File: config.mk
export PLATFORM = sky130hd
export DESIGN_NAME = pswi_ram
export DESIGN_NICKNAME = d
export VERILOG_FILES = /design/src/rtl/pswi_ram.sv
export SDC_FILE = /design/constraint.sdc
export NUM_CORES = 2
export LEC_CHECK = 0
export BUFFER_PORTS_ARGS = -buffer_cell sky130_fd_sc_hd__buf_2
export CAP_MARGIN = 20
export CELL_PAD_IN_SITES_DETAIL_PLACEMENT = 0
export CELL_PAD_IN_SITES_GLOBAL_PLACEMENT = 1
export CORE_MARGIN = 10
export CORE_UTILIZATION = 30
export DETAILED_ROUTE_END_ITERATION = 7
export GPL_TIMING_DRIVEN = 0
export MAX_ROUTING_LAYER = met4
export PLACE_DENSITY_LB_ADDON = 0.1
export SYNTH_ARGS = -nofsm -noshare
export SYNTH_HDL_FRONTEND = slang
export SYNTH_SLANG_ARGS = --single-unit
export TNS_END_PERCENT = 20
File: constraint.sdc
create_clock -name clk -period 3.9 [get_ports clk]
set_input_delay 0.78 -clock clk [delete_from_list [all_inputs] [get_ports clk]]
set_output_delay 0.78 -clock clk [all_outputs]
set_load 0.03 [all_outputs]
File: src/rtl/pswi_ram.sv
`default_nettype none
module pswi_ram #(
	parameter int WIDTH = 32,
	parameter int DEPTH = 64
) (
	input  wire                      clk,
	input  wire                      we,
	input  wire [$clog2(DEPTH)-1:0]  waddr,
	input  wire [WIDTH-1:0]          wdata,
	input  wire [$clog2(DEPTH)-1:0]  raddr,
	output logic [WIDTH-1:0]         rdata
);

	logic [WIDTH-1:0] mem [DEPTH];

	// One write port and one registered read port.
	always_ff @(posedge clk) begin
		if (we) begin
			mem[waddr] <= wdata;
		end
		rdata <= mem[raddr];
	end

endmodule
`default_nettype wire

# After elaboration in Yosys (flattened, before gate mapping)
# Memories as Yosys holds them, arrays and structs flattened. A register that Yosys moved wholly into a read port is not among the register bits.
# Cells that the tools add are included.
# word_totals
regBits	0
ramBits	2048
in_bits	46
out_inout_bits	32
mem_count	1
# classes
n_mux	2
# mem_list
memory	words	width	read_ports	rd_clocked_by_memory_dff	wr	line_no	source
mem	64	32	1	1	1	14	logic [WIDTH-1:0] mem [DEPTH];
# ops
op	count
$mux 1	2

# Longest topological paths before layout
# logic_depth
depth_word	2
ltp_mapped	10

# Worst setup path after synthesis
# No wires, ideal clock.
# synth_path
path_kind	input-to-reg
startpoint	in waddr[3]
endpoint	mem mem[48][0], enable pin
setup_ns	0.461
arrival_time_ns	3.479
path_slack_ns	-0.040
stages	4
n_path_buf	1
cell_sequence	clkbuf_1 > nor2b_1 > nand4b_1 > nor3_1
# synth_lines
element	line_no	source
from (decl)	8	input wire [$clog2(DEPTH)-1:0] waddr,
to (decl)	14	
# Straight into the memory's write port.

==> flow_summary.yaml <==
outcome:
  outcome: "completed"
synth:
  syn-num-nets: 3370
  ys.flop_type: "edfxtp_1"
  yosys.area.top_type: "edfxtp_1"
  synthTopCellsByCount: "edfxtp_1, mux4_2, nor2_1, mux2i_1, o22ai_1"
  synthArstFlopShare: 0
  yosysUniqueCellTypes: 34
  avgSynthCellArea_um2: 23.6
  netlist_top_cells_area: "edfxtp_1, mux4_2, mux2i_1, dfxtp_1, o22ai_1"
  yosysMostFrequentCell: "edfxtp_1"
  syn_inst: 3324
  ys_seq_area_frac: 0.791
  synth_seq_cells: 2080
  synth_area_um2: 78500
  synth_warnings: 0
  synth-edff-count: 2048
  synth_top_area_frac: 0.783
floorplanning:
  ios: 78
  start_util: 0.302
  die_y_um: 532
  die_area_um2: 283000
  die_w_um: 532
  rows: 187
  core_area_um2: 260000
grt:
  grt_overflow: 0
  grt_max_degree: 65
  grt_pass1_vias: 38501
  antenna_found_initial: 25
  grtUsageTotal: 0.199
  grt_pass1_wl_um: 372000
sta:
  setup_ws_ps: 6.69
  period_minus_slack_ps: 3890
  slew_headroom: 0.224
  setup_viol: 0
  clock-skew-final_ps: 38.8
  worstMarginPinSlew_ps: 1160
  hold_violations: 0
  fin_crit_sh: 0.998
  maxSlewViolCount: 0
  rsz0062_at_grt: "false"
  fmax_mhz: 257
final_layout:
  stdcell_area_um2: 94400
  nNetsFinal: 3828
  syn_to_final_growth_pct: 20.3
  final_cells: 7483
  drive_gt1_frac: 0.321
  fin_util: 0.363
cts:
  numCtsBuffers: 226
  numClockSinks: 2080
  cts_root_buf: "clkbuf_16"
  cts_tree: "yes"
  cts.path.max_buffers: 3
  clk_latency_ps: 870
  cts_max_level: 4
  clkTransAtPathRegs_ps: 60
power:
  p_sw_frac: 0.228
  p_sw_w: 0.0111
  total_power_w: 0.0488
  power.density_nw_per_um2: 517
  p_int_w: 0.0377
  p_leak_nw: 29.2
  irDropWorstVdd_mv: 0.482
  p_comb_frac: 0.062
  pwr-share-seq: 0.508
  power.share.clock: 0.431
route:
  wl_um: 280000
  drtIter0Drc: 4224
  num_vias: 38230
  wire_per_inst_um: 37.4
  drt.antenna.violating_nets: 0
  viasPerCell: 5.11
  drt_first_pass_iters: 5
  route.detailed.drc: 0
hold_path:
  hold_class: "input port to flip-flop"
setup_path:
  critPathCaptureType: "flip-flop"
  cp_data_required_time_ps: 4540
  max_stage_delay_ps: 910
  path_class: "input port to flip-flop"
  start_kind: "input port"
  crit_chain: "buf_2 > buf_2 > clkbuf_1 > buf_8 > mux4_2 > mux4_2 > o22ai_1 > nor2_1"
  crit_path_top_delay_cell: "o22ai_1"
  arrival_ps: 4530
  cp_max_fo: 11
placement:
  numPortBuffers: 69
  gp_congestion: 0.775
  dp_cells: 7045
  dp_hpwl_um: 189000
  pre_cts_ws_ps: -1460
  placed_cell_area_um2: 87000
job:
  maxCapViolations: 0
==> logic make-up (layout without fill, tap and decap cells) <==
kind of cell | after synthesis | in the layout | share of synthesized area
DFF | 2080 | 2080 | 0.791
muxes | 637 | 637 | 0.168
other | 0 | 15 | 0
buffers and inverters | 182 | 830 | 0.0113
and+or+nand+nor | 223 | 223 | 0.0127
AOI/OAI and AO/OA | 202 | 202 | 0.0167
==> final timing paths <==
check | startpoint | endpoint | slack, ps | cells past startpoint
min | wdata[31] | mem[28][31] | 310 | 1
max | raddr[1] | rdata[6] | 7 | 8
max reg2reg | mem[24][6] | rdata[6] | 1060 | 4
min reg2reg | mem[12][17] | rdata[17] | 940 | 4
==> registers in the layout (all words and copies together), names as in the netlist <==
signal  count
rdata      32
mem      2048
==> metal layers <==
layer,share of wire,vias to the layer above,GRT usage
met5,0,-,-
met3,0.057,263,0.0357
li1,-,15250,-
met4,0.018,0,0.0388
met1,0.43,21502,0.265
met2,0.49,1215,0.323
==> area by class of cell <==
class	count	area, um^2
clock buffers	288	6160
flip-flops and latches	2080	62100
clock inverters	130	1100
plain buffers	182	927
fillers	23738	165000
repair buffers	230	3670
well taps	3496	4370
diodes	15	37.5
multi-input cells	1062	16000
==> critical path: cells and delay by family <==
family                 cells  cell delay, ps
buffers and inverters      4            1620
AOI/OAI and AO/OA          1             910
muxes                      2             850
and+or+nand+nor            1             330
==> power groups by stage <==
stage / registers, W / logic [W] / clock network (W)
4_1_cts: 0.0248 / 0.00308 / 0.0216
5_1_grt: 0.0248 / 0.00315 / 0.0225
6_report: 0.0248 / 0.00301 / 0.0210
3_3_place_gp: 0.0253 / 0.00289 / 0
3_5_place_dp: 0.0253 / 0.00307 / 0
2_1_floorplan: 0.0254 / 0.00120 / 0
==> metrics by stage <==
step	setup TNS (ps)	hold WS, ps
floorplan	-1060	663
global placement	-4927840	984
detailed placement	-29050	948
CTS	-111	262
global route	0	261
finish	0	309
==> placed cells by master, fill, tap and decap left out, types with 13 or more instances in the layout <==
master,synthesis,layout
a21oi_1,62,54
clkinv_1,0,55
o221ai_1,27,27
buf_16,0,34
o22ai_1,84,81
buf_12,0,95
bufinv_16,0,13
nor2_1,137,74
buf_8,0,27
clkinv_2,0,43
buf_2,57,114
edfxtp_1,2048,2048
nor2_4,0,62
dfxtp_1,32,32
clkbuf_1,74,108
clkbuf_16,0,233
nand2_1,26,25
buf_4,25,39
mux2i_1,93,93
nor2b_1,15,15
buf_1,21,16
mux4_2,544,544
diode_2,0,15
==> timing repair <==
action / in CTS / in global routing
hold buffers: 0 / 0
gates resized for setup: 18 / 5
endpoints found under the setup margin: 17 / 5
hold endpoints to repair: 0 / 0
buffers inserted: 0 / 0
Power figures use the tool's default switching activity.
