==> src/rtl/pswi_pkg.sv <==
`default_nettype none
package pswi_pkg;

	localparam int WindowDefault = 64;
	localparam int RegCount = 7;
	localparam int RegIdxWidth = 3;

	localparam logic [RegIdxWidth-1:0] RegGainP = 3'd0;
	localparam logic [RegIdxWidth-1:0] RegGainI = 3'd1;
	localparam logic [RegIdxWidth-1:0] RegGainD = 3'd2;
	localparam logic [RegIdxWidth-1:0] RegSamplePeriod = 3'd3;
	localparam logic [RegIdxWidth-1:0] RegIntegLimit = 3'd4;
	localparam logic [RegIdxWidth-1:0] RegOutputLimit = 3'd5;
	localparam logic [RegIdxWidth-1:0] RegFeedForward = 3'd6;

	localparam logic [30:0] SamplePeriodReset = 31'd65536;
	localparam logic [30:0] IntegLimitReset = 31'h7FFF_FFFF;

	// Sequencer states.
	typedef enum logic [3:0] {
		ST_IDLE,
		ST_PMUL,
		ST_IMUL1,
		ST_IMUL2,
		ST_DIV_START,
		ST_DIV_WAIT,
		ST_DMUL,
		ST_RING_RD,
		ST_RING_UPD,
		ST_SUM,
		ST_OUT
	} state_t;

	// Divider handshake.
	typedef struct packed {
		logic start;
	} div_ctrl_t;

	typedef struct packed {
		logic busy;
		logic done;
	} div_stat_t;

	// Saturate a 64-bit signed value to 32 bits.
	function automatic logic signed [31:0] sat32(input logic signed [63:0] v);
		logic signed [31:0] r;
		if (v > 64'sd2147483647) r = 32'sh7FFF_FFFF;
		else if (v < -64'sd2147483648) r = 32'sh8000_0000;
		else r = v[31:0];
		return r;
	endfunction

	// Q16.16 product scaling: floor shift by 16, then saturation.
	function automatic logic signed [31:0] qscale(input logic signed [63:0] prod);
		logic signed [63:0] s;
		s = prod >>> 16;
		return sat32(s);
	endfunction

endpackage
`default_nettype wire

==> src/rtl/pswi_div.sv <==
`default_nettype none
module pswi_div (
	input  wire                    clk,
	input  wire                    arst_n,
	input  pswi_pkg::div_ctrl_t    ctrl,
	input  wire signed [48:0]      dividend,
	input  wire [30:0]             divisor,
	output pswi_pkg::div_stat_t    stat,
	output logic signed [31:0]     quotient
);

	logic [48:0] rem_q;
	logic [48:0] quo_q;
	logic [30:0] dvs_q;
	logic        neg_q;
	logic [5:0]  cnt_q;
	logic        busy_q;
	logic        done_q;
	logic [49:0] trial;
	logic [48:0] shifted;
	logic signed [49:0] signed_q;

	// Restoring division of the magnitude, one quotient bit per cycle.
	assign shifted = {rem_q[47:0], quo_q[48]};
	assign trial = {1'b0, shifted} - {19'd0, dvs_q};

	always_ff @(posedge clk or negedge arst_n) begin
		if (!arst_n) begin
			busy_q <= 1'b0;
			done_q <= 1'b0;
			cnt_q <= '0;
		end else begin
			done_q <= 1'b0;
			if (ctrl.start) begin
				busy_q <= 1'b1;
				cnt_q <= 6'd49;
			end else if (busy_q) begin
				cnt_q <= cnt_q - 6'd1;
				if (cnt_q == 6'd1) begin
					busy_q <= 1'b0;
					done_q <= 1'b1;
				end
			end
		end
	end

	always_ff @(posedge clk) begin
		if (ctrl.start) begin
			rem_q <= '0;
			quo_q <= dividend[48] ? 49'(-dividend) : 49'(dividend);
			neg_q <= dividend[48];
			dvs_q <= (divisor == 31'd0) ? 31'd1 : divisor;
		end else if (busy_q) begin
			if (!trial[49]) begin
				rem_q <= trial[48:0];
				quo_q <= {quo_q[47:0], 1'b1};
			end else begin
				rem_q <= shifted;
				quo_q <= {quo_q[47:0], 1'b0};
			end
		end
	end

	// Sign fix and saturation; quotient magnitude stays below 2^49.
	always_comb begin
		signed_q = neg_q ? -$signed({1'b0, quo_q}) : $signed({1'b0, quo_q});
		quotient = pswi_pkg::sat32(64'(signed_q));
	end

	assign stat.busy = busy_q;
	assign stat.done = done_q;

endmodule
`default_nettype wire

==> config.mk <==
export PLATFORM = sky130hd
export DESIGN_NAME = pswi_div
export DESIGN_NICKNAME = d
export VERILOG_FILES = /design/src/rtl/pswi_pkg.sv /design/src/rtl/pswi_div.sv
export SDC_FILE = /design/constraint.sdc
export NUM_CORES = 1
export LEC_CHECK = 0
export BUFFER_PORTS_ARGS = -buffer_cell sky130_fd_sc_hd__buf_2
export CORE_MARGIN = 3
export CORE_UTILIZATION = 30
export DETAILED_ROUTE_END_ITERATION = 16
export PLACE_DENSITY = 0.53
export SYNTH_ARGS = -nofsm -noshare
export SYNTH_HDL_FRONTEND = slang
export SYNTH_SLANG_ARGS = --single-unit
==> constraint.sdc <==
create_clock -name clk -period 5.3 [get_ports clk]
set_input_delay 0.53 -clock clk [delete_from_list [all_inputs] [get_ports clk]]
set_output_delay 0.53 -clock clk [all_outputs]
set_load 0.005 [all_outputs]
* Word level (Yosys, flattened, before mapping)
Cells that the tools add are included.
Operators by class: multiplexer cells 16, reductions and logical operators 2, magnitude comparators 2, $add $sub $neg 4, eq/ne operators 1
Operator list (count):
- 49-bit 2-to-1 mux | 3
- 32-bit 2-to-1 mux | 2
- 50-bit by 32-bit > comparator with 1-bit output, second input constant | 1
- 50-bit by 32-bit less-than comparator with 1-bit output, second input constant | 1
- 50-bit 2-to-1 mux | 1
- 49-bit negation with 50-bit output | 1
- 49-bit by 31-bit subtractor with 50-bit output | 1
- 49-bit negation | 1
- 48-bit 2-to-1 mux | 1
- 31-bit logical NOT | 1
- 6-bit 2-to-1 mux | 2
- 1-bit 2-to-1 mux | 7
- 6-bit by 1-bit equality test with 1-bit output, second input constant | 1
- 6-bit by 1-bit subtractor with 6-bit output, second input constant | 1
- 2-bit nonzero test | 1
Word-level totals: output and inout bits 34, flip-flop bits (word level) 137, logic and storage cells 32, bits of input ports 83

* Longest topological paths before layout
Gate-level depths: netlist of run 1.
word-level depth 5, mapped depth 14, gate-level depth less buffers 12

* Worst setup path after synthesis of run 1
No wires, ideal clock.
kind register -> register, from register quo_q[48], to register rem_q[44], stages on the path, launching flop included 14, setup time 91 ps, setup slack 1522 ps, path buffers 1, clock period less this slack 3778 ps, arrival time 3687 ps, data required time 5209 ps, cells stage by stage edfxtp_1 -> clkbuf_1 -> inv_1 -> ha_1 -> fa_1 -> nand2b_1 -> a21o_1 -> a2111o_1 -> a2111oi_0 -> nor3_1 -> o31ai_1 -> nor4_1 -> a21bo_1 -> a311oi_1
Between the ends: cells in the longest elaborated chain, start to end 2
Ends and longest elaborated chain:
- from (decl) | RTL line pswi_div.sv:13 | logic [48:0] quo_q;
- from (signal assigned) | RTL line pswi_div.sv:50 | quo_q <= dividend[48] ? 49'(-dividend) : 49'(dividend);
- from (signal assigned) | RTL line pswi_div.sv:56 | quo_q <= {quo_q[47:0], 1'b1};
- from (signal assigned) | RTL line pswi_div.sv:59 | quo_q <= {quo_q[47:0], 1'b0};
- 49-bit by 31-bit subtractor with 50-bit output | RTL line pswi_div.sv:25 | assign trial = {1'b0, shifted} - {19'd0, dvs_q};
- 48-bit 2-to-1 mux | RTL line pswi_div.sv:54 | if (!trial[49]) begin
- to (signal assigned) | RTL line pswi_div.sv:55 | rem_q <= trial[48:0];
- to (signal assigned) | RTL line pswi_div.sv:58 | rem_q <= shifted;
- to (decl) | RTL line pswi_div.sv:12 | logic [48:0] rem_q;
Every way passes these cells. A chain may end at the register's enable or synchronous reset.

* Final worst setup path of run 1
from register quo_q[9], to output port quotient[14]
Between the ends: cells in the longest elaborated chain, start to end 5, elaborated cells on any way between the ends 6, those cells by class 1 x add/sub; 2 x order compare; 3 x mux
Ends and longest elaborated chain:
- 49-bit negation with 50-bit output | RTL line pswi_div.sv:66 | signed_q = neg_q ? -$signed({1'b0, quo_q}) : $signed({1'b0, quo_q});
- 50-bit 2-to-1 mux * | RTL line pswi_div.sv:66
- 50-bit by 32-bit less-than comparator with 1-bit output | RTL line pswi_pkg.sv:48 | else if (v < -64'sd2147483648) r = 32'sh8000_0000;
- 32-bit 2-to-1 mux | RTL line pswi_pkg.sv:48
- 32-bit 2-to-1 mux * | RTL line pswi_pkg.sv:47 | if (v > 64'sd2147483647) r = 32'sh7FFF_FFFF;
- to (decl) | RTL line pswi_div.sv:9 | output logic signed [31:0] quotient
Mark *: on every way between the ends. The rest lies on a longest branch, timed or not.

==> flow_metrics.env, run 1 <==
export IMPL_fin_util=0.3481
export IMPL_regArea_sq_mm=0.003595
export IMPL_max_freq_mhz=203.6
export IMPL_cts_tree="done"
export IMPL_period_share=0.9265
export IMPL_antenna_found_initial=0
export IMPL_path_common_cell="or4_4"
export IMPL_start_util=0.3063
export IMPL_period_minus_slack_ps=4911
export IMPL_setup_viol=0
export IMPL_final_nets=1394
export IMPL_yosysWarnings=0
export IMPL_synth_edf_count=81
export IMPL_worstPathRequired_ps=4770
export IMPL_synthCells=1229
export IMPL_n_antenna_cell=0
export IMPL_ys_flop_type="edfxtp_1"
export IMPL_p_per_area_mw_per_mm2=429.0
export IMPL_max_vdd_ir_drop_mv=0.2456
export IMPL_io_pins=117
export IMPL_grt_first_pass_wirelength_mm=43.45
export IMPL_vias_per_cell=5.242
export IMPL_final_cells=1736
export IMPL_cts_root_buf="clkbuf_16"
export IMPL_finalHoldViolations=0
export IMPL_row_count=67
export IMPL_grt_total_usage=0.1468
export IMPL_cts_inserted_buffers=17
export IMPL_clock_latency_ps=440
export IMPL_power_uw=5034
export IMPL_end_kind="output pin"
export IMPL_nFillCells=3561
export IMPL_route_antenna_remaining_nets=0
export IMPL_drive_gt1_frac=0.1661
export IMPL_cts_buffer_depth=2
export IMPL_crit_type="register to output pin"
export IMPL_fin_tns_setup_ps=0
export IMPL_hold_path_class="input port to register"
export IMPL_post_drt_wl_per_cell_microns=15.69
export IMPL_path_cells="or4_4 -> or4_4 -> nor3_4 -> nand2_2 -> o31a_1 -> or3_1 -> a2111oi_2 -> a41o_2 -> buf_4 -> o21ai_2 -> buf_2"
export IMPL_worstMarginPinSlew_ps=1119
export IMPL_vias=9100
export IMPL_grt_max_degree=102
export IMPL_multi_input_area_sq_mm=0.006100
export IMPL_crit_slowest_cell="or4_4"
export IMPL_postCtsSetupBuffers=0
export IMPL_rsz0062_at_grt="no"
export IMPL_max_stage_delay_ps=590
export IMPL_wl_mm=27.24
export IMPL_drc=0
export IMPL_path_max_fanout=17
export IMPL_overflow=0
export IMPL_path_buf_inv=2
export IMPL_core_area_sq_mm=0.03370
export IMPL_cts_htree_levels=4
export IMPL_place_inst=1703
export IMPL_ys_seq_elements=137
export IMPL_drv_cap=0
export IMPL_yosysSeqAreaShare=0.3481
export IMPL_cts_sinks=137
export IMPL_synth_fa_ha_area_frac=0.04436
export IMPL_syn_nets=1348
export IMPL_final_common_cell="nor2_1"
export IMPL_dr_pass1_iters=5
export IMPL_slew_headroom=0.2542
export IMPL_async_flop_share=0.05839
export IMPL_skew_ps=11.83
export IMPL_synth_compound_area_frac=0.2229
export IMPL_leakage_uw=0.004512
export IMPL_io_buffers=116
export IMPL_grt_pass1_vias=8347
export IMPL_setup_ws_ps=389.4
export IMPL_synthSimpleGateAreaFrac=0.2148
export IMPL_fp_dieW_microns=191.5
export IMPL_place_gp_congestion=0.8377
export IMPL_dp_worst_setup_slack_ps=847.6
export IMPL_status="completed"
export IMPL_netlist_area_sq_mm=0.01032
export IMPL_synth_top_family_by_area="compound AO/OA/AOI/OAI gates"
export IMPL_die_height_microns=191.5
export IMPL_drt_iter0_markers=600
export IMPL_worst_setup_path_start_kind="register"
export IMPL_synthMuxAreaShare=0.009090
export IMPL_hpwlAfterDp_mm=19.98
export IMPL_drv_slew=0
export IMPL_arrival_ps=4380
export IMPL_final_cell_mix="nor2_1 (130), buf_2 (115), nand2_1 (111), a21oi_1 (91), xor2_1 (89)"
export IMPL_syn_area_per_cell_sq_um=8.400
export IMPL_crit_family="simple AND/OR/NAND/NOR gates"
export IMPL_syn2layout_area_growth_pct=13.65
export IMPL_synth_xor_area_frac=0.09926
export IMPL_die_area_sq_mm=0.03667
export IMPL_clk_pin_slew_ps=70
export IMPL_ys_types=77
area by class of cell:
cell class | count | share of cell area
multi-input combinational | 940 | 0.5199
sequential | 137 | 0.3064
timing repair buffer | 127 | 0.05727
tap | 448 | 0.04778
clock buffer | 18 | 0.03743
inverter | 52 | 0.01664
clock inverter | 14 | 0.01461
final timing paths:
kind                       cells past startpoint           end  slack [ps]   startpoint
setup / recovery                              11  quotient[14]         390     quo_q[9]
hold / removal                                 1     dvs_q[16]         280  divisor[16]
setup reg to reg                              13     rem_q[44]        1110    quo_q[48]
hold reg to reg                                2     rem_q[45]         490    rem_q[45]
max in group asynchronous                      2        busy_q        4620       arst_n
min in group asynchronous                      2      cnt_q[0]         500       arst_n
per-layer routing:
metal	global-route usage	wire [microns]	vias to the layer above
li1	-	-	4587
met1	0.2053	13130	4291
met5	0	0	-
met2	0.2336	12570	193
met4	0.04121	346	0
met3	0.02439	1203	29
synth_stat cells, types with 5 or more instances:
master	n	area (sq um)
nand2_1	111	416.7
clkbuf_1	86	322.8
o21ai_2	30	262.8
nand3b_1	5	37.54
a311oi_1	27	236.5
inv_1	52	195.2
nand2b_1	18	112.6
a21oi_1	92	460.4
buf_2	7	35.03
nor2b_1	10	62.56
o31ai_1	24	180.2
nand4_1	13	81.33
nor2_1	130	488.0
edfxtp_1	81	2432
o31a_1	6	52.55
dfxtp_1	48	960.9
or4_1	19	142.6
ha_1	35	437.9
nand3_1	20	100.1
xor2_1	89	779.5
or2_2	5	31.28
o41ai_1	13	113.9
o211ai_1	6	45.04
o21ai_0	49	245.2
nor3_1	38	190.2
a21o_1	17	127.6
nor4_1	26	162.7
or3_1	14	87.58
mux2i_1	6	60.06
xnor2_1	28	245.2
a211oi_1	16	120.1
dfrtp_1	8	200.2
and3_1	8	50.05
o21a_1	5	37.54
report_power, final:
part / switching (uW) / internal (uW)
logic: 1230 / 916
registers: 256 / 1380
clock network: 502 / 753
state kept, by name (all words and copies together), names as in the netlist:
register	count
busy_q	1
cnt_q	6
done_q	1
dvs_q	31
neg_q	1
quo_q	49
rem_q	48
kinds of logic after synthesis:
kind of cell               after synthesis
buffers and inverters                  152
AOI/OAI and AO/OA                      335
muxes                                    9
and+or+nand+nor                        443
DFF                                    137
xor gates and xnor gates               117
adders and majority gates               36
per-stage QoR:
stage / hold slack [ps] / cell area, sq um
6_report: 278.4 / 11730
5_1_grt: 264.9 / 11730
4_1_cts: 260.3 / 11730
3_5_place_dp: 382.5 / 11110
3_3_place_gp: 386.1 / 11110
2_1_floorplan: 234.4 / 10320
repair_timing:
action | CTS | global route
endpoints found under the setup margin | 0 | 0
gates resized for setup | 0 | 0
endpoints found under the hold margin | 8 | 0
hold buffers | 1 | 0
Note: power is estimated with default switching activity, not from simulation.
==> run 2, diff against run 1 <==
CELL_PAD_IN_SITES_DETAIL_PLACEMENT = 0   (was default)
CELL_PAD_IN_SITES_GLOBAL_PLACEMENT = 1   (was default)
PLACE_DENSITY = 0.64   (was 0.53)
==> run 2 against run 1 <==
Net effect: die area did not move; clock skew fell by 2.2 ps; critical path depth fell by 1; via count barely moved; utilization barely moved; sequential cell count did not move; worst setup slack got worse by 150 ps; largest cell class unchanged.
==> flow_metrics.env, run 2 (synthesized netlist as in run 1, its figures left out) <==
export IMPL_cts_tree="done"
export IMPL_place_gp_congestion=0.8248
export IMPL_max_vdd_ir_drop_mv=0.2756
export IMPL_skew_ps=9.669
export IMPL_crit_family="simple AND/OR/NAND/NOR gates"
export IMPL_clock_latency_ps=440
export IMPL_grt_met2_usage=0.2503
export IMPL_fp_dieW_microns=191.5
export IMPL_rrSetupSlack_ps=1030
export IMPL_hold_path_class="input port to register"
export IMPL_finalHoldViolations=0
export IMPL_max_freq_mhz=197.5
export IMPL_regMostFlops="quo_q"
export IMPL_path_buf_inv=2
export IMPL_status="completed"
export IMPL_reg2reg_to="rem_q[44]"
export IMPL_vias_per_cell=5.237
export IMPL_crit_slowest_cell="nor4_1"
export IMPL_n_antenna_cell=0
export IMPL_cp_endpoint="quotient[0]"
export IMPL_start_util=0.3063
export IMPL_top_usage_layer="met2"
export IMPL_worstMarginPinSlew_ps=1145
export IMPL_vias=9107
export IMPL_antenna_found_initial=0
export IMPL_io_buffers=116
export IMPL_drt_iter0_markers=750
export IMPL_crit_type="register to output pin"
export IMPL_drc=0
export IMPL_slew_headroom=0.2369
export IMPL_final_cells=1739
export IMPL_worst_setup_path_start_kind="register"
export IMPL_cp_startpoint="quo_q[16]"
export IMPL_path_cells="or4_1 -> and3b_1 -> nand3_1 -> nor4_1 -> nand4_1 -> a311o_1 -> o31a_2 -> buf_4 -> o21ai_1 -> buf_2"
export IMPL_io_pins=117
export IMPL_arrival_ps=4530
export IMPL_period_minus_slack_ps=5062
export IMPL_wl_mm=28.37
export IMPL_drv_slew=0
export IMPL_reg2reg_from="quo_q[48]"
export IMPL_grt_total_usage=0.1560
export IMPL_syn2layout_area_growth_pct=13.71
export IMPL_rsz0062_at_grt="no"
export IMPL_period_share=0.9552
export IMPL_grt_util_met1=0.2157
export IMPL_end_kind="output pin"
export IMPL_nFillCells=3576
export IMPL_route_antenna_remaining_nets=0
export IMPL_worstPathRequired_ps=4770
export IMPL_post_drt_wl_per_cell_microns=16.31
export IMPL_die_area_sq_mm=0.03667
export IMPL_cts_htree_levels=4
export IMPL_hpwlAfterDp_mm=20.71
export IMPL_drive_gt1_frac=0.1681
export IMPL_grt_pass1_vias=8698
export IMPL_drv_cap=0
export IMPL_largest_reg_flops=49
export IMPL_cts_sinks=137
export IMPL_grt_first_pass_wirelength_mm=45.91
export IMPL_leakage_uw=0.004525
export IMPL_setup_viol=0
export IMPL_max_stage_delay_ps=680
export IMPL_dr_pass1_iters=5
export IMPL_final_cell_mix="nor2_1 (130), buf_2 (115), nand2_1 (111), a21oi_1 (91), xor2_1 (89)"
export IMPL_overflow=0
export IMPL_regArea_sq_mm=0.003595
export IMPL_clk_pin_slew_ps=70
export IMPL_top_regs="quo_q: 49 flops, rem_q: 48 flops, dvs_q: 31 flops"
export IMPL_multi_input_area_sq_mm=0.006110
export IMPL_fin_tns_setup_ps=0
export IMPL_use_met3=0.02751
export IMPL_reg2reg_depth=13
export IMPL_p_per_area_mw_per_mm2=427.7
export IMPL_crit_cells=10
export IMPL_place_inst=1706
export IMPL_cts_root_buf="clkbuf_16"
export IMPL_final_nets=1397
export IMPL_cts_inserted_buffers=17
export IMPL_die_height_microns=191.5
export IMPL_core_area_sq_mm=0.03370
export IMPL_cts_buffer_depth=2
export IMPL_grt_max_degree=99
export IMPL_row_count=67
export IMPL_final_common_cell="nor2_1"
export IMPL_path_max_fanout=16
-- run 2: worst min path at each step --
| stage | from | end | depth (start not counted) |
|---|---|---|---|
| after floorplan | arst_n | busy_q | 0 |
| after detailed placement | arst_n | done_q | 1 |
| after CTS | divisor[12] | dvs_q[12] | 1 |
| final | divisor[12] | dvs_q[12] | 1 |
| after global placement | arst_n | done_q | 1 |
| after global routing | divisor[19] | dvs_q[19] | 1 |
-- run 2: power breakdown --
part           leakage (uW)  total, uW  switching [uW]  internal [uW]
combinational       0.00295       2170            1250            926
clock              0.000279       1220             509            707
sequential          0.00130       1630             252           1380
total               0.00453       5020            2010           3010
-- run 2: layer usage --
layer	part of all wire	vias to the layer above
met5	0	-
met4	0.016	0
met3	0.046	29
met2	0.46	191
met1	0.48	4279
li1	-	4608
-- run 2: area by class of cell --
cell class,count,share of cell area
Tap cell,448,0.04775
Clock buffer,18,0.03741
Sequential cell,137,0.3062
Inverter,52,0.01663
Clock inverter,14,0.01236
Timing Repair Buffer,130,0.05916
Multi-Input combinational cell,940,0.5205
-- run 2: per-stage QoR --
step | total power (uW) | util | setup WS (ps) | area, sq um | hold WS, ps
floorplan | 3255 | - | 1522 | 10320 | 234.4
global placement | 3816 | 0.3304 | 793.5 | 11130 | 408.0
detailed placement | 3820 | 0.3304 | 716.7 | 11130 | 403.0
CTS | 5070 | 0.3480 | 224.0 | 11730 | 259.0
global route | 5432 | 0.3483 | 61.38 | 11740 | 259.6
finish | 5021 | 0.3483 | 237.7 | 11740 | 279.6
-- run 2: repair_timing --
action,4_1_cts,5_1_grt
hold endpoints to repair,8,0
setup buffers,0,0
resized for setup,0,1
hold buffers,1,0
endpoints found under the setup margin,0,9
-- run 2: worst register-to-register path, cell delays in order, from the launching register on --
cell and delay, ps:
edfxtp_1 570, inv_1 140, ha_1 250, fa_1 390, nand2b_1 200, a21o_1 200, a2111o_1 470, a2111oi_0 710
nor3_1 210, o31ai_1 290, buf_4 190, nor4_1 100, a21bo_1 220, a311oi_1 230
==> run 3, diff against run 2 <==
ABC_CLOCK_PERIOD_IN_PS = 5300   (was default)
CORE_UTILIZATION = 45   (was 30)
PLACE_DENSITY = 0.87   (was 0.64)
==> run 3 against run 2 <==
Net effect: die area down 32%; routed wire length fell by 9.9%; power down 1.9%; via count down 1.3%; sequential power about the same; sequential cell count unchanged; worst setup slack improved by 92 ps; critical path type unchanged; largest power group unchanged.
==> flow_metrics.env, run 3 (synthesized netlist as in run 1, its figures left out) <==
export IMPL_period_share=0.9377
export IMPL_vias=8993
export IMPL_period_minus_slack_ps=4970
export IMPL_drv_cap=0
export IMPL_final_cells=1564
export IMPL_fin_tns_setup_ps=0
export IMPL_worstPathRequired_ps=4770
export IMPL_nFillCells=2095
export IMPL_cts_root_buf="clkbuf_16"
export IMPL_cts_buffer_depth=2
export IMPL_start_util=0.4658
export IMPL_grt_pass1_vias=8429
export IMPL_wl_met2_mm=11.87
export IMPL_path_max_fanout=31
export IMPL_place_inst=1531
export IMPL_end_kind="output pin"
export IMPL_vias_per_cell=5.750
export IMPL_leakage_uw=0.004489
export IMPL_setup_viol=0
export IMPL_wl_met3_mm=1.091
export IMPL_drv_slew=0
export IMPL_final_cell_mix="nor2_1 (130), buf_2 (115), nand2_1 (111), a21oi_1 (91), xor2_1 (89)"
export IMPL_die_area_sq_mm=0.02480
export IMPL_grt_first_pass_wirelength_mm=42.16
export IMPL_io_buffers=116
export IMPL_grt_max_degree=114
export IMPL_die_height_microns=157.5
export IMPL_clock_latency_ps=430
export IMPL_regMostFlops="quo_q"
export IMPL_crit_type="register to output pin"
export IMPL_arrival_ps=4440
export IMPL_overflow=0
export IMPL_io_pins=117
export IMPL_wl_mm=25.57
export IMPL_clkPwrFrac=0.237
export IMPL_core_area_sq_mm=0.02216
export IMPL_slew_headroom=0.2650
export IMPL_skew_ps=11.07
export IMPL_cts_tree="done"
export IMPL_finalHoldViolations=0
export IMPL_drt_iter0_markers=611
export IMPL_fp_dieW_microns=157.5
export IMPL_grt_total_usage=0.2074
export IMPL_syn2layout_area_growth_pct=10.94
export IMPL_worst_setup_path_start_kind="register"
export IMPL_hold_path_class="input port to register"
export IMPL_n_antenna_cell=0
export IMPL_antenna_found_initial=1
export IMPL_status="completed"
export IMPL_route_antenna_remaining_nets=0
export IMPL_rsz0062_at_grt="no"
export IMPL_maxUsedRoutingLayer="met5"
export IMPL_ctsResizeCount=0
export IMPL_max_vdd_ir_drop_mv=0.2218
export IMPL_drt_met1_wl_mm=12.12
export IMPL_cts_sinks=137
export IMPL_fin_hold_ws_ps=287.0
export IMPL_largest_reg_flops=49
export IMPL_final_nets=1390
export IMPL_worstMarginPinSlew_ps=1101
export IMPL_cts_inserted_buffers=17
export IMPL_top_regs="quo_q: 49 flops, rem_q: 48 flops, dvs_q: 31 flops"
export IMPL_sw_frac_of_total=0.3930
export IMPL_clk_pin_slew_ps=60
export IMPL_intPower_uw=2990
export IMPL_p_switching_uw=1936
export IMPL_power_frac_seq=0.330
export IMPL_comb_power_share=0.433
export IMPL_setup_ws_ps=330.2
export IMPL_post_drt_wl_per_cell_microns=16.35
export IMPL_power_uw=4925
export IMPL_row_count=54
export IMPL_final_common_cell="nor2_1"
export IMPL_hpwlAfterDp_mm=18.53
export IMPL_p_per_area_mw_per_mm2=430.0
export IMPL_drive_gt1_frac=0.1612
export IMPL_dp_worst_setup_slack_ps=759.8
export IMPL_cts_htree_levels=4
export IMPL_drc=0
export IMPL_max_freq_mhz=201.2
export IMPL_dr_pass1_iters=4
export IMPL_place_gp_congestion=0.8604
[run 3: worst paths after layout]
kind	startpoint	endpoint	slack [ps]	cells after the start
worst max-delay path	quo_q[9]	quotient[0]	330	10
worst min-delay path	divisor[6]	dvs_q[6]	290	1
worst max register to register	quo_q[48]	rem_q[44]	1130	13
worst min register to register	rem_q[45]	rem_q[45]	470	2
max in group asynchronous	arst_n	busy_q	4600	2
min in group asynchronous	arst_n	cnt_q[0]	510	2
[run 3: power by group through the flow]
stage               sequential [uW]  clock (uW)  combinational (uW)
floorplan                      1560           0                1700
finish                         1630        1170                2130
global placement               1640           0                2090
CTS                            1620        1190                2130
detailed placement             1640           0                2110
global route                   1660        1240                2410
[run 3: area by class of cell]
class,instances,area [sq um],area share
Multi-Input combinational cell,940,6100,0.5326
Sequential cell,137,3595,0.3139
Timing Repair Buffer,123,641.9,0.05604
Clock buffer,20,446.7,0.03900
Tap cell,280,350.3,0.03059
Inverter,52,195.2,0.01704
Clock inverter,12,125.1,0.01092
[run 3: layer usage]
layer  vias up  GRT usage
li1       4588          -
met1      4175     0.2879
met2       190     0.3322
met3        38    0.03189
met4         2    0.06901
met5         -          0
[run 3: what timing repair did]
action	in CTS	in global routing
hold buffers	1	0
setup buffers	0	0
endpoints found under the hold margin	8	0
[run 3: worst max-delay path, cell delays in order (launching register included)]
cell and delay (ps):
edfxtp_1 450, or4_4 600, or4_4 470, nor3_4 330, nand2_2 150, o31a_1 290, or3_1 330, a2111oi_2 300
a41o_2 770, o21ai_1 130, buf_2 170
[run 3: through the flow]
step,util,instance area (sq um)
final,0.5168,11450
after CTS,0.5168,11450
after detailed placement,0.4906,10870
after global routing,0.5168,11450
after floorplan,-,10320
after global placement,0.4906,10870
